`config.mk`:
```
export PLATFORM = sky130hd
export DESIGN_NAME = downmix_linear_resample_ring
export DESIGN_NICKNAME = d
export VERILOG_FILES = /design/src/rtl/dlrr_pkg.sv /design/src/rtl/dlrr_div.sv /design/src/rtl/downmix_linear_resample_ring.sv
export SDC_FILE = /design/constraint.sdc
export NUM_CORES = 2
export LEC_CHECK = 0
export BUFFER_PORTS_ARGS = -buffer_cell sky130_fd_sc_hd__buf_2
export CAP_MARGIN = 20
export CORE_MARGIN = 1
export CORE_UTILIZATION = 35
export DETAILED_ROUTE_END_ITERATION = 12
export SKIP_LAST_GASP = 1
export SLEW_MARGIN = 0
export SYNTH_ARGS = -nofsm -noshare
export SYNTH_HDL_FRONTEND = slang
export SYNTH_SLANG_ARGS = --single-unit
export TNS_END_PERCENT = 20
```
`constraint.sdc`:
```
create_clock -name aclk -period 14.55 [get_ports aclk]
set_input_delay 2.1825 -clock aclk [delete_from_list [all_inputs] [get_ports aclk]]
set_output_delay 2.1825 -clock aclk [all_outputs]
set_load 0.01 [all_outputs]
```
`src/rtl/dlrr_pkg.sv`:
```
// ---------------------------------------------------------------------------
// dlrr_pkg
// Shared constants and types for the downmix and linear resampler block.
// ---------------------------------------------------------------------------
package dlrr_pkg;

    localparam int NUM_CH         = 8;
    localparam int MAX_CHANNELS   = 8;
    localparam int SAMPLE_W       = 16;
    localparam int SUM_W          = 19;
    localparam int CC_W           = 4;
    localparam int IN_RATE_W      = 18;
    localparam int OUT_RATE_W     = 16;
    localparam int OIDX_W         = 20;
    localparam int RING_AW        = 19;

    localparam logic [OIDX_W-1:0] OIDX_MAX = '1;

    localparam int IN_TDATA_W     = NUM_CH * SAMPLE_W;
    localparam int OUT_TDATA_W    = 40;

    localparam int CFG_IDX_W      = 2;
    localparam int CFG_DATA_W     = 18;

    localparam logic [CFG_IDX_W-1:0] REG_CHANNEL_COUNT  = 2'd0;
    localparam logic [CFG_IDX_W-1:0] REG_IN_RATE        = 2'd1;
    localparam logic [CFG_IDX_W-1:0] REG_OUT_RATE       = 2'd2;
    localparam logic [CFG_IDX_W-1:0] REG_CAPTURE_ENABLE = 2'd3;

    localparam int RING_DEPTH_DEF = 524288;
    localparam int MAX_BLOCK_DEF  = 65536;

    localparam int DIV_DVD_W      = 38;
    localparam int DIV_DVS_W      = 18;
    localparam int DIV_CNT_W      = 6;

    typedef struct packed {
        logic                 start;
        logic [DIV_CNT_W-1:0] steps;
        logic [DIV_DVD_W-1:0] dividend;
        logic [DIV_DVS_W-1:0] divisor;
    } div_req_t;

    typedef struct packed {
        logic                 done;
        logic [DIV_DVD_W-1:0] quotient;
        logic [DIV_DVS_W-1:0] remainder;
    } div_rsp_t;

endpackage

```
`src/rtl/dlrr_div.sv`:
```
// ---------------------------------------------------------------------------
// dlrr_div
// Restoring unsigned divider, one quotient bit per cycle.
// ---------------------------------------------------------------------------
module dlrr_div
    import dlrr_pkg::*;
(
    input  logic     aclk,
    input  logic     aresetn,
    input  div_req_t req,
    output div_rsp_t rsp
);

    logic                 busy_reg;
    logic                 done_reg;
    logic [DIV_CNT_W-1:0] cnt_reg;
    logic [DIV_DVD_W-1:0] dvd_reg;
    logic [DIV_DVS_W-1:0] rem_reg;
    logic [DIV_DVS_W-1:0] dvs_reg;

    logic [DIV_CNT_W-1:0] shamt;
    logic [DIV_DVS_W:0]   rem_sh;
    logic                 ge;
    logic [DIV_DVS_W:0]   rem_sub;

    assign shamt   = DIV_CNT_W'(DIV_DVD_W) - req.steps;
    assign rem_sh  = {rem_reg, dvd_reg[DIV_DVD_W-1]};
    assign ge      = rem_sh >= {1'b0, dvs_reg};
    assign rem_sub = rem_sh - {1'b0, dvs_reg};

    always_ff @(posedge aclk) begin
        if (!aresetn) begin
            busy_reg <= 1'b0;
            done_reg <= 1'b0;
            cnt_reg  <= '0;
        end else begin
            done_reg <= 1'b0;
            if (req.start) begin
                busy_reg <= 1'b1;
                cnt_reg  <= req.steps;
            end else if (busy_reg) begin
                cnt_reg <= cnt_reg - 1'b1;
                if (cnt_reg == DIV_CNT_W'(1)) begin
                    busy_reg <= 1'b0;
                    done_reg <= 1'b1;
                end
            end
        end
    end

    always_ff @(posedge aclk) begin
        if (req.start) begin
            dvd_reg <= req.dividend << shamt;
            rem_reg <= '0;
            dvs_reg <= req.divisor;
        end else if (busy_reg) begin
            dvd_reg <= {dvd_reg[DIV_DVD_W-2:0], ge};
            rem_reg <= ge ? rem_sub[DIV_DVS_W-1:0] : rem_sh[DIV_DVS_W-1:0];
        end
    end

    assign rsp.done      = done_reg;
    assign rsp.quotient  = dvd_reg;
    assign rsp.remainder = rem_reg;

endmodule

```
`src/rtl/downmix_linear_resample_ring.sv`:
```
// ---------------------------------------------------------------------------
// downmix_linear_resample_ring
// Mono downmix and linear-interpolation resampler that tags each output
// sample with a wrapping ring write address.
// ---------------------------------------------------------------------------
// The block takes one frame at a time and is not ready again until the frame
// is fully processed. All multiplications and divisions run through one shared
// multiplier and one divider that produces a quotient bit per cycle. Per frame
// the divider works out the channel average, then two divisions for the output
// range of the frame, then one division for each output sample taken straight
// from a frame and a second for each interpolated one (at most eight outputs
// per frame), and when needed more to prepare a sample held for the next frame.
// A finished output transfer waits in the output register and does not hold
// up the next input transfer.
// ---------------------------------------------------------------------------
module downmix_linear_resample_ring
    import dlrr_pkg::*;
#(
    parameter int RING_DEPTH = RING_DEPTH_DEF,
    parameter int MAX_BLOCK  = MAX_BLOCK_DEF
) (
    input  logic                   aclk,
    input  logic                   aresetn,
    input  logic                   cfg_wr_en,
    input  logic [CFG_IDX_W-1:0]   cfg_index,
    input  logic [CFG_DATA_W-1:0]  cfg_wdata,
    input  logic                   s_tvalid,
    output logic                   s_tready,
    // ch0, ch1, ch2, ch3, ch4, ch5, ch6, ch7 (16 bits each)
    input  logic [IN_TDATA_W-1:0]  s_tdata,
    input  logic                   s_tlast,
    output logic                   m_tvalid,
    input  logic                   m_tready,
    // mono_out (16 bits), ring_address (19 bits), zero padding
    output logic [OUT_TDATA_W-1:0] m_tdata,
    output logic                   m_tlast
);

    localparam int FW       = $clog2(MAX_BLOCK);
    localparam int RPW      = $clog2(RING_DEPTH);
    localparam int MUL_A_W  = OIDX_W + 1;
    localparam int MUL_B_W  = IN_RATE_W + 1;
    localparam int PROD_W   = MUL_A_W + MUL_B_W;
    localparam int ACC_W    = 34;
    localparam int OUT_PAD  = OUT_TDATA_W - SAMPLE_W - RING_AW;

    localparam logic [FW-1:0]        MAX_F      = FW'(MAX_BLOCK - 1);
    localparam logic [RPW-1:0]       RING_LAST  = RPW'(RING_DEPTH - 1);
    localparam logic [DIV_CNT_W-1:0] MEAN_STEPS = DIV_CNT_W'(SUM_W);
    localparam logic [DIV_CNT_W-1:0] CL_STEPS   = DIV_CNT_W'(FW + 17);
    localparam logic [DIV_CNT_W-1:0] Q_STEPS    = DIV_CNT_W'(DIV_DVD_W);
    localparam logic [DIV_CNT_W-1:0] BL_STEPS   = DIV_CNT_W'(32);

    localparam logic [4:0] S_IDLE     = 5'd0;
    localparam logic [4:0] S_MEAN     = 5'd1;
    localparam logic [4:0] S_MEAN_W   = 5'd2;
    localparam logic [4:0] S_CEIL_MUL = 5'd3;
    localparam logic [4:0] S_CEIL_DIV = 5'd4;
    localparam logic [4:0] S_CEIL_W   = 5'd5;
    localparam logic [4:0] S_LIM_MUL  = 5'd6;
    localparam logic [4:0] S_LIM_DIV  = 5'd7;
    localparam logic [4:0] S_LIM_W    = 5'd8;
    localparam logic [4:0] S_STOP     = 5'd9;
    localparam logic [4:0] S_LOOP     = 5'd10;
    localparam logic [4:0] S_Q_MUL    = 5'd11;
    localparam logic [4:0] S_Q_DIV    = 5'd12;
    localparam logic [4:0] S_Q_W      = 5'd13;
    localparam logic [4:0] S_BL_MUL1  = 5'd14;
    localparam logic [4:0] S_BL_MUL2  = 5'd15;
    localparam logic [4:0] S_BL_SUM   = 5'd16;
    localparam logic [4:0] S_BL_W     = 5'd17;
    localparam logic [4:0] S_EMIT     = 5'd18;
    localparam logic [4:0] S_UPDATE   = 5'd19;
    localparam logic [4:0] S_H_MUL    = 5'd20;
    localparam logic [4:0] S_H_CMP    = 5'd21;
    localparam logic [4:0] S_H_W      = 5'd22;
    localparam logic [4:0] S_COMMIT   = 5'd23;

    logic [4:0]                 state_reg;
    logic [CC_W-1:0]            cc_reg;
    logic [IN_RATE_W-1:0]       inr_reg;
    logic [OUT_RATE_W-1:0]      outr_reg;
    logic                       cap_reg;

    logic signed [SAMPLE_W-1:0] prev_reg;
    logic [FW-1:0]              f_reg;
    logic [OIDX_W-1:0]          oidx_reg;
    logic [RPW-1:0]             ring_reg;
    logic                       hold_valid_reg;
    logic [SAMPLE_W-1:0]        hold_reg;

    logic signed [SUM_W-1:0]    sum_reg;
    logic [CC_W-1:0]            nch_reg;
    logic                       last_reg;
    logic signed [SAMPLE_W-1:0] m_reg;
    logic [FW+15:0]             fo_reg;
    logic [OIDX_W-1:0]          ceil_reg;
    logic [OIDX_W-1:0]          lim_reg;
    logic [OIDX_W-1:0]          stop_reg;
    logic [OIDX_W-1:0]          i_reg;
    logic [3:0]                 k_reg;
    logic [OUT_RATE_W-1:0]      r_reg;
    logic signed [ACC_W-1:0]    acc_reg;
    logic                       neg_reg;
    logic                       bl_hold_reg;
    logic [SAMPLE_W-1:0]        v_reg;
    logic signed [PROD_W-1:0]   prod_reg;

    logic                       mv_reg;
    logic [SAMPLE_W-1:0]        mono_out_reg;
    logic [RING_AW-1:0]         addr_out_reg;
    logic                       run_last_reg;

    logic [CC_W-1:0]            nch_w;
    logic signed [SUM_W-1:0]    sum_w;
    logic [IN_RATE_W-1:0]       inr_eff;
    logic signed [MUL_A_W-1:0]  mul_a;
    logic signed [MUL_B_W-1:0]  mul_b;
    logic [SUM_W-1:0]           sum_abs;
    logic signed [ACC_W-1:0]    num_w;
    logic [ACC_W-1:0]           num_abs;
    logic [DIV_DVD_W-1:0]       prod_u;
    logic                       h_need;
    logic [FW-1:0]              f_m1;
    logic                       f_nz;
    logic [DIV_DVD_W-1:0]       quot;
    logic [OIDX_W-1:0]          quot_c;
    logic [SAMPLE_W-1:0]        q16;
    logic [SAMPLE_W-1:0]        mean_val;
    logic [SAMPLE_W-1:0]        bl_val;
    logic                       out_free;
    logic                       emit_last;
    logic [RPW+RING_AW-1:0]     ring_ext;
    div_req_t                   div_req;
    div_rsp_t                   div_rsp;

    dlrr_div u_div (
        .aclk    (aclk),
        .aresetn (aresetn),
        .req     (div_req),
        .rsp     (div_rsp)
    );

    assign inr_eff = (inr_reg == '0) ? IN_RATE_W'(1) : inr_reg;

    always_comb begin
        if (cc_reg == '0) begin
            nch_w = CC_W'(1);
        end else if (cc_reg > CC_W'(MAX_CHANNELS)) begin
            nch_w = CC_W'(MAX_CHANNELS);
        end else begin
            nch_w = cc_reg;
        end
    end

    always_comb begin
        sum_w = '0;
        for (int ch = 0; ch < NUM_CH; ch++) begin
            if (CC_W'(ch) < nch_w) begin
                sum_w = sum_w + SUM_W'($signed(s_tdata[ch*SAMPLE_W +: SAMPLE_W]));
            end
        end
    end

    assign sum_abs  = sum_reg[SUM_W-1] ? SUM_W'(-sum_reg) : SUM_W'(sum_reg);
    assign num_w    = acc_reg + $signed(prod_reg[ACC_W-1:0]);
    assign num_abs  = num_w[ACC_W-1] ? ACC_W'(-num_w) : ACC_W'(num_w);
    assign prod_u   = prod_reg[DIV_DVD_W-1:0];
    assign h_need   = prod_u < DIV_DVD_W'(fo_reg);
    assign f_m1     = f_reg - FW'(1);
    assign f_nz     = f_reg != '0;
    assign quot     = div_rsp.quotient;
    assign quot_c   = (quot > DIV_DVD_W'(OIDX_MAX)) ? OIDX_MAX : quot[OIDX_W-1:0];
    assign q16      = quot[SAMPLE_W-1:0];
    assign mean_val = sum_reg[SUM_W-1] ? (SAMPLE_W'(0) - q16) : q16;
    assign bl_val   = neg_reg ? (SAMPLE_W'(0) - q16) : q16;
    assign out_free = !mv_reg || m_tready;
    assign emit_last = ((i_reg + OIDX_W'(1)) == stop_reg) || (k_reg == 4'd7);
    assign ring_ext = {{RING_AW{1'b0}}, ring_reg};

    always_comb begin
        mul_a = '0;
        mul_b = '0;
        case (state_reg)
            S_CEIL_MUL: begin
                mul_a = MUL_A_W'(f_reg);
                mul_b = MUL_B_W'(outr_reg);
            end
            S_LIM_MUL: begin
                mul_a = MUL_A_W'(f_reg) + MUL_A_W'(1);
                mul_b = MUL_B_W'(outr_reg);
            end
            S_Q_MUL: begin
                mul_a = MUL_A_W'(i_reg);
                mul_b = MUL_B_W'(inr_eff);
            end
            S_BL_MUL1: begin
                mul_a = MUL_A_W'(prev_reg);
                mul_b = MUL_B_W'(outr_reg - r_reg);
            end
            S_BL_MUL2: begin
                mul_a = MUL_A_W'(m_reg);
                mul_b = MUL_B_W'(r_reg);
            end
            S_H_MUL: begin
                mul_a = MUL_A_W'(oidx_reg);
                mul_b = MUL_B_W'(inr_eff);
            end
            default: begin
                mul_a = '0;
                mul_b = '0;
            end
        endcase
    end

    always_comb begin
        div_req.start    = 1'b0;
        div_req.steps    = Q_STEPS;
        div_req.dividend = prod_u;
        div_req.divisor  = DIV_DVS_W'(outr_reg);
        case (state_reg)
            S_MEAN: begin
                div_req.start    = 1'b1;
                div_req.steps    = MEAN_STEPS;
                div_req.dividend = DIV_DVD_W'(sum_abs);
                div_req.divisor  = DIV_DVS_W'(nch_reg);
            end
            S_CEIL_DIV: begin
                div_req.start    = 1'b1;
                div_req.steps    = CL_STEPS;
                div_req.dividend = prod_u + DIV_DVD_W'(inr_eff) - DIV_DVD_W'(1);
                div_req.divisor  = inr_eff;
            end
            S_LIM_DIV: begin
                div_req.start    = 1'b1;
                div_req.steps    = CL_STEPS;
                div_req.divisor  = inr_eff;
            end
            S_Q_DIV: begin
                div_req.start    = 1'b1;
            end
            S_BL_SUM: begin
                div_req.start    = 1'b1;
                div_req.steps    = BL_STEPS;
                div_req.dividend = DIV_DVD_W'(num_abs[31:0]);
            end
            S_H_CMP: begin
                div_req.start    = h_need;
            end
            default: begin
                div_req.start    = 1'b0;
            end
        endcase
    end

    always_ff @(posedge aclk) begin
        prod_reg <= mul_a * mul_b;
    end

    always_ff @(posedge aclk) begin
        if (!aresetn) begin
            state_reg      <= S_IDLE;
            cc_reg         <= CC_W'(2);
            inr_reg        <= IN_RATE_W'(48000);
            outr_reg       <= OUT_RATE_W'(16000);
            cap_reg        <= 1'b1;
            prev_reg       <= '0;
            f_reg          <= '0;
            oidx_reg       <= '0;
            ring_reg       <= '0;
            hold_valid_reg <= 1'b0;
            hold_reg       <= '0;
            mv_reg         <= 1'b0;
        end else begin
            if (cfg_wr_en) begin
                case (cfg_index)
                    REG_CHANNEL_COUNT:  cc_reg   <= cfg_wdata[CC_W-1:0];
                    REG_IN_RATE:        inr_reg  <= cfg_wdata[IN_RATE_W-1:0];
                    REG_OUT_RATE:       outr_reg <= cfg_wdata[OUT_RATE_W-1:0];
                    REG_CAPTURE_ENABLE: cap_reg  <= cfg_wdata[0];
                    default: begin
                    end
                endcase
            end

            if (mv_reg && m_tready) begin
                mv_reg <= 1'b0;
            end

            case (state_reg)
                S_IDLE: begin
                    if (s_tvalid) begin
                        sum_reg   <= sum_w;
                        nch_reg   <= nch_w;
                        last_reg  <= s_tlast || (f_reg == MAX_F);
                        state_reg <= S_MEAN;
                    end
                end
                S_MEAN: begin
                    state_reg <= S_MEAN_W;
                end
                S_MEAN_W: begin
                    if (div_rsp.done) begin
                        m_reg <= $signed(mean_val);
                        if (outr_reg == '0) begin
                            stop_reg  <= '0;
                            state_reg <= S_UPDATE;
                        end else begin
                            state_reg <= S_CEIL_MUL;
                        end
                    end
                end
                S_CEIL_MUL: begin
                    state_reg <= S_CEIL_DIV;
                end
                S_CEIL_DIV: begin
                    fo_reg    <= prod_u[FW+15:0];
                    state_reg <= S_CEIL_W;
                end
                S_CEIL_W: begin
                    if (div_rsp.done) begin
                        ceil_reg  <= quot_c;
                        state_reg <= S_LIM_MUL;
                    end
                end
                S_LIM_MUL: begin
                    state_reg <= S_LIM_DIV;
                end
                S_LIM_DIV: begin
                    state_reg <= S_LIM_W;
                end
                S_LIM_W: begin
                    if (div_rsp.done) begin
                        lim_reg   <= quot_c;
                        state_reg <= S_STOP;
                    end
                end
                S_STOP: begin
                    if (last_reg || (lim_reg < ceil_reg)) begin
                        stop_reg <= lim_reg;
                    end else begin
                        stop_reg <= ceil_reg;
                    end
                    i_reg     <= oidx_reg;
                    k_reg     <= '0;
                    state_reg <= S_LOOP;
                end
                S_LOOP: begin
                    if ((i_reg < stop_reg) && !k_reg[3]) begin
                        if (hold_valid_reg) begin
                            v_reg          <= hold_reg;
                            hold_valid_reg <= 1'b0;
                            state_reg      <= S_EMIT;
                        end else begin
                            state_reg <= S_Q_MUL;
                        end
                    end else begin
                        state_reg <= S_UPDATE;
                    end
                end
                S_Q_MUL: begin
                    state_reg <= S_Q_DIV;
                end
                S_Q_DIV: begin
                    state_reg <= S_Q_W;
                end
                S_Q_W: begin
                    if (div_rsp.done) begin
                        r_reg <= div_rsp.remainder[OUT_RATE_W-1:0];
                        if (quot >= DIV_DVD_W'(f_reg)) begin
                            v_reg     <= m_reg;
                            state_reg <= S_EMIT;
                        end else if (f_nz && (quot == DIV_DVD_W'(f_m1))) begin
                            bl_hold_reg <= 1'b0;
                            state_reg   <= S_BL_MUL1;
                        end else begin
                            v_reg     <= prev_reg;
                            state_reg <= S_EMIT;
                        end
                    end
                end
                S_BL_MUL1: begin
                    state_reg <= S_BL_MUL2;
                end
                S_BL_MUL2: begin
                    acc_reg   <= $signed(prod_reg[ACC_W-1:0]);
                    state_reg <= S_BL_SUM;
                end
                S_BL_SUM: begin
                    neg_reg   <= num_w[ACC_W-1];
                    state_reg <= S_BL_W;
                end
                S_BL_W: begin
                    if (div_rsp.done) begin
                        if (bl_hold_reg) begin
                            hold_reg       <= bl_val;
                            hold_valid_reg <= 1'b1;
                            state_reg      <= S_COMMIT;
                        end else begin
                            v_reg     <= bl_val;
                            state_reg <= S_EMIT;
                        end
                    end
                end
                S_EMIT: begin
                    if (!cap_reg || out_free) begin
                        if (cap_reg) begin
                            mv_reg       <= 1'b1;
                            mono_out_reg <= v_reg;
                            addr_out_reg <= ring_ext[RING_AW-1:0];
                            run_last_reg <= emit_last;
                            ring_reg     <= (ring_reg == RING_LAST) ? '0 : ring_reg + 1'b1;
                        end
                        i_reg     <= i_reg + OIDX_W'(1);
                        k_reg     <= k_reg + 4'd1;
                        state_reg <= S_LOOP;
                    end
                end
                S_UPDATE: begin
                    if (last_reg) begin
                        oidx_reg       <= '0;
                        hold_valid_reg <= 1'b0;
                        state_reg      <= S_COMMIT;
                    end else if (stop_reg > oidx_reg) begin
                        oidx_reg       <= stop_reg;
                        hold_valid_reg <= 1'b0;
                        state_reg      <= S_H_MUL;
                    end else if (!hold_valid_reg && (outr_reg != '0)) begin
                        state_reg <= S_H_MUL;
                    end else begin
                        state_reg <= S_COMMIT;
                    end
                end
                S_H_MUL: begin
                    state_reg <= S_H_CMP;
                end
                S_H_CMP: begin
                    if (h_need) begin
                        state_reg <= S_H_W;
                    end else begin
                        state_reg <= S_COMMIT;
                    end
                end
                S_H_W: begin
                    if (div_rsp.done) begin
                        r_reg <= div_rsp.remainder[OUT_RATE_W-1:0];
                        if (f_nz && (quot == DIV_DVD_W'(f_m1))) begin
                            bl_hold_reg <= 1'b1;
                            state_reg   <= S_BL_MUL1;
                        end else begin
                            hold_reg       <= prev_reg;
                            hold_valid_reg <= 1'b1;
                            state_reg      <= S_COMMIT;
                        end
                    end
                end
                S_COMMIT: begin
                    f_reg     <= last_reg ? '0 : f_reg + FW'(1);
                    prev_reg  <= m_reg;
                    state_reg <= S_IDLE;
                end
                default: begin
                    state_reg <= S_IDLE;
                end
            endcase
        end
    end

    assign s_tready = (state_reg == S_IDLE);
    assign m_tvalid = mv_reg;
    assign m_tdata  = {{OUT_PAD{1'b0}}, addr_out_reg, mono_out_reg};
    assign m_tlast  = run_last_reg;

endmodule

```
==> run_summary.xml <==
<?xml version="1.0" encoding="UTF-8"?>
<metrics>
  <group name="clock_network">
    <metric name="numClockSinks" unit="">513</metric>
    <metric name="cts_resized" unit="">0</metric>
    <metric name="cts_max_path_buffers" unit="">3</metric>
    <metric name="cts.repair_timing.setup_buffer_count" unit="">0</metric>
    <metric name="clock_tree.root_cell" unit="">clkbuf_16</metric>
    <metric name="clk-insertion-delay-late" unit="ns">0.70</metric>
    <metric name="cts_tree" unit="">yes</metric>
    <metric name="clk_transition_reported_paths" unit="ns">0.06</metric>
    <metric name="cts.hold.buffers_added" unit="">0</metric>
    <metric name="ctsHtreeMaxLevel" unit="">2</metric>
    <metric name="tritoncts.num_buffers" unit="">59</metric>
  </group>
  <group name="timing">
    <metric name="timing.final.crit_period" unit="ns">11.83</metric>
    <metric name="grt_setup_unrepaired" unit="">false</metric>
    <metric name="finalSetupViolations" unit="">0</metric>
    <metric name="timing_limited_maximum_frequency" unit="GHz">0.0845</metric>
    <metric name="finalSetupTns" unit="ns">0</metric>
    <metric name="fin_skew" unit="ns">0.0368</metric>
    <metric name="timing.final.crit_share" unit="%">81.3</metric>
    <metric name="hold_viol_final" unit="">0</metric>
    <metric name="max_slew_margin" unit="%">20.1</metric>
    <metric name="final-max-slew-violation-count" unit="">0</metric>
    <metric name="worst_slew_pin_slew" unit="ns">1.20</metric>
  </group>
  <group name="floorplan">
    <metric name="design.die.area" unit="sq mm">0.155</metric>
    <metric name="die_h" unit="um">393</metric>
    <metric name="initial_utilization" unit="%">35.2</metric>
    <metric name="placementRows" unit="">143</metric>
    <metric name="boundaryPins" unit="">197</metric>
    <metric name="design.core.area" unit="sq mm">0.152</metric>
    <metric name="floorplan.die.width" unit="um">393</metric>
  </group>
  <group name="routing">
    <metric name="detail_route.wirelength" unit="mm">177</metric>
    <metric name="drt_wl_cell" unit="um">21.1</metric>
    <metric name="antenna_left" unit="">0</metric>
    <metric name="drc" unit="">0</metric>
    <metric name="drt_iter0_markers" unit="">3488</metric>
    <metric name="drt_first_pass_iters" unit="">8</metric>
    <metric name="vias_per_cell" unit="">5.54</metric>
    <metric name="vias" unit="">46500</metric>
  </group>
  <group name="worst_setup_path">
    <metric name="timing.critical_path.fanout_max" unit="">5</metric>
    <metric name="timing.critical_path.slowest_cell_delay" unit="ns">0.71</metric>
    <metric name="r2r_cells" unit="">29</metric>
    <metric name="criticalPathCategory" unit="">input pin to flip-flop</metric>
    <metric name="crit_path_frequent_cell" unit="">ha_1</metric>
    <metric name="timing.critical_path.to_type" unit="">flip-flop</metric>
    <metric name="required_time_worst_endpoint" unit="ns">14.97</metric>
    <metric name="critPathArrivalTime" unit="ns">12.25</metric>
    <metric name="critical-path-slowest-cell" unit="">a2111oi_0</metric>
    <metric name="cp-start-kind" unit="">input pin</metric>
  </group>
  <group name="placement">
    <metric name="finalWeightedCongestion" unit="">0.944</metric>
    <metric name="io_buffers" unit="">191</metric>
    <metric name="dpl.hpwl" unit="mm">137</metric>
  </group>
  <group name="power">
    <metric name="power.clock.fraction" unit="%">26.2</metric>
    <metric name="seq_power_share" unit="%">30.6</metric>
    <metric name="peakVddDrop" unit="mV">0.178</metric>
    <metric name="cell_internal_pwr" unit="mW">3.88</metric>
    <metric name="static-leakage-power" unit="nW">25.8</metric>
    <metric name="power.share.combinational" unit="%">43.2</metric>
    <metric name="report.power.total" unit="mW">6.60</metric>
    <metric name="p_sw_share" unit="%">41.2</metric>
    <metric name="switching_power" unit="mW">2.72</metric>
    <metric name="pwr_density_cell" unit="mW/mm^2">112</metric>
  </group>
  <group name="synth">
    <metric name="yosys_most_used_dff" unit="">edfxtp_1</metric>
    <metric name="synth-xor-area-share" unit="%">5.75</metric>
    <metric name="avgSynthCellArea" unit="sq um">8.60</metric>
    <metric name="synth_top_cell_area_share" unit="%">17.7</metric>
    <metric name="fraction_of_the_mapped_netlist_area_in_simple_logic_gates" unit="%">17.0</metric>
    <metric name="netlist.top_cell.by_area" unit="">edfxtp_1</metric>
    <metric name="ys_types" unit="">95</metric>
    <metric name="syn-instance-count" unit="">6224</metric>
    <metric name="yosys_warnings" unit="">0</metric>
    <metric name="proportion_of_synthesized_chip_area_in_sequential_cells" unit="%">25.1</metric>
    <metric name="number_of_enable_type_register_cells_in_the_synthesized_netlist" unit="">316</metric>
    <metric name="synth_top_family_by_area" unit="">adder cells</metric>
    <metric name="async_reset_ff_share" unit="%">0</metric>
    <metric name="synth_area" unit="sq mm">0.0535</metric>
    <metric name="ys_seq_elements" unit="">513</metric>
    <metric name="synthAdderAreaFrac" unit="%">26.2</metric>
    <metric name="most_frequent_cell_after_synthesis" unit="">nand2_1</metric>
    <metric name="ys_top_cells_by_count" unit="">788 x nand2_1, 716 x inv_1, 512 x nor2_1</metric>
    <metric name="synth_compound_gate_area_share" unit="%">16.8</metric>
    <metric name="synth_mux_area_share" unit="%">2.22</metric>
    <metric name="synth.area.top_cells" unit="">edfxtp_1 18%, fa_1 15%, ha_1 11%</metric>
  </group>
  <group name="final_layout">
    <metric name="layout-area-overhead-vs-synth" unit="%">10.5</metric>
    <metric name="drive_gt1_share" unit="%">8.20</metric>
    <metric name="design.final.nets" unit="">7339</metric>
    <metric name="final.fill_count" unit="">15300</metric>
  </group>
  <group name="worst_hold_path">
    <metric name="timing.hold.worst_path_depth" unit="">0</metric>
    <metric name="min_path_type" unit="">flip-flop to flip-flop</metric>
  </group>
  <group name="status">
    <metric name="outcome" unit="">complete, no violations</metric>
  </group>
  <group name="grt">
    <metric name="via_count_of_the_first_global_routing_pass" unit="">45300</metric>
    <metric name="gr-usage-all-layers" unit="%">22.6</metric>
    <metric name="grt_first_pass_wirelength" unit="mm">270</metric>
    <metric name="globalRouteOverflowTotal" unit="">0</metric>
    <metric name="grt_max_degree" unit="">79</metric>
    <metric name="antenna_found_initial" unit="">34</metric>
  </group>
  <group name="flow_run">
    <metric name="cap_violations" unit="">0</metric>
  </group>
</metrics>
## cells by family (layout without fill, tap and decap cells)
logic type | after synthesis | after routing
flops | 513 | 513
compound gates | 1377 | 1377
fa+ha+maj | 881 | 881
xor+xnor | 350 | 350
mux | 115 | 115
buf+inv | 990 | 1119
simple gates | 1997 | 1997
other cells | 1 | 14
## worst max-delay path, delay by kind of cell
kind                       cells  cell delay, ns
AOI/OAI and AO/OA             18            3.52
muxes                          3            0.86
adders and majority gates      8            2.19
buffers and inverters          1            0.11
xor gates and xnor gates       8            1.27
and+or+nand+nor               12            2.06
## final timing paths
check	to	start	slack (ns)
min reg2reg	mono_out_reg[11]$_DFFE_PP_	v_reg[11]$_DFFE_PP_	0.42
max	sum_reg[17]$_DFFE_PP_	s_tdata[16]	2.72
min	mono_out_reg[11]$_DFFE_PP_	v_reg[11]$_DFFE_PP_	0.42
max reg2reg	prod_reg[34]$_DFF_P_	state_reg[3]$_SDFFE_PN0P_	2.78
## routing by layer
layer	vias up	wire length, um	GRT usage (%)
li1	21700	-	-
met1	22600	73900	29.6
met4	48	8420	9.82
met2	1821	80000	36.3
met5	-	300	0
met3	347	14300	4.23
## power by group through the flow
| stage | registers (mW) | logic, mW | clock network [mW] |
|---|---|---|---|
| 6_report | 2.02 | 2.85 | 1.73 |
| 5_1_grt | 2.03 | 3.12 | 1.81 |
| 4_1_cts | 2.01 | 2.81 | 1.76 |
| 3_5_place_dp | 2.04 | 2.79 | 0 |
| 3_3_place_gp | 2.03 | 2.74 | 0 |
| 2_1_floorplan | 1.88 | 2.09 | 0 |
## cells in the final DEF, fill, tap and decap left out, types with 42 or more instances in the layout
cell type / netlist / routed
nand2_1: 788 / 788
inv_1: 716 / 715
nor2_1: 512 / 504
ha_1: 480 / 480
fa_1: 399 / 399
a21oi_1: 373 / 371
edfxtp_1: 316 / 316
o21ai_0: 310 / 304
xnor2_1: 227 / 227
dfxtp_1: 197 / 197
buf_2: 9 / 191
a21o_1: 122 / 122
xor2_1: 122 / 122
nor3_1: 122 / 116
nand3_1: 112 / 112
buf_4: 5 / 96
mux2i_1: 86 / 86
clkbuf_16: 0 / 65
nand4_1: 64 / 64
and3_1: 62 / 61
or3_1: 60 / 60
o21a_1: 53 / 53
nand2b_1: 52 / 52
o211ai_1: 49 / 49
nor2b_1: 48 / 48
a31oi_1: 43 / 42
## layout make-up
type | instances | area [sq um] | area share, %
clock inverter | 37 | 571 | 0.964
antenna | 9 | 22.5 | 0.0381
clock buffer | 75 | 1680 | 2.85
sequential | 513 | 13400 | 22.7
tap | 2030 | 2540 | 4.29
timing repair buffer | 290 | 1700 | 2.88
inverter | 717 | 2690 | 4.55
multi-input combinational | 4725 | 36500 | 61.7
## through the flow
stage | utilization, % | hold WS (ns) | setup slack (ns) | std cells | cell area [sq um]
2_1_floorplan | - | 0.400 | 3.33 | 6228 | 53500
5_1_grt | 38.9 | 0.423 | 1.88 | 8392 | 59200
3_5_place_dp | 37.4 | 0.405 | 2.08 | 8271 | 56900
6_report | 38.9 | 0.419 | 2.72 | 8396 | 59200
3_3_place_gp | 37.4 | 0.404 | 2.21 | 8271 | 56900
4_1_cts | 38.9 | 0.420 | 2.75 | 8383 | 59100
Power figures use the tool's default switching activity.
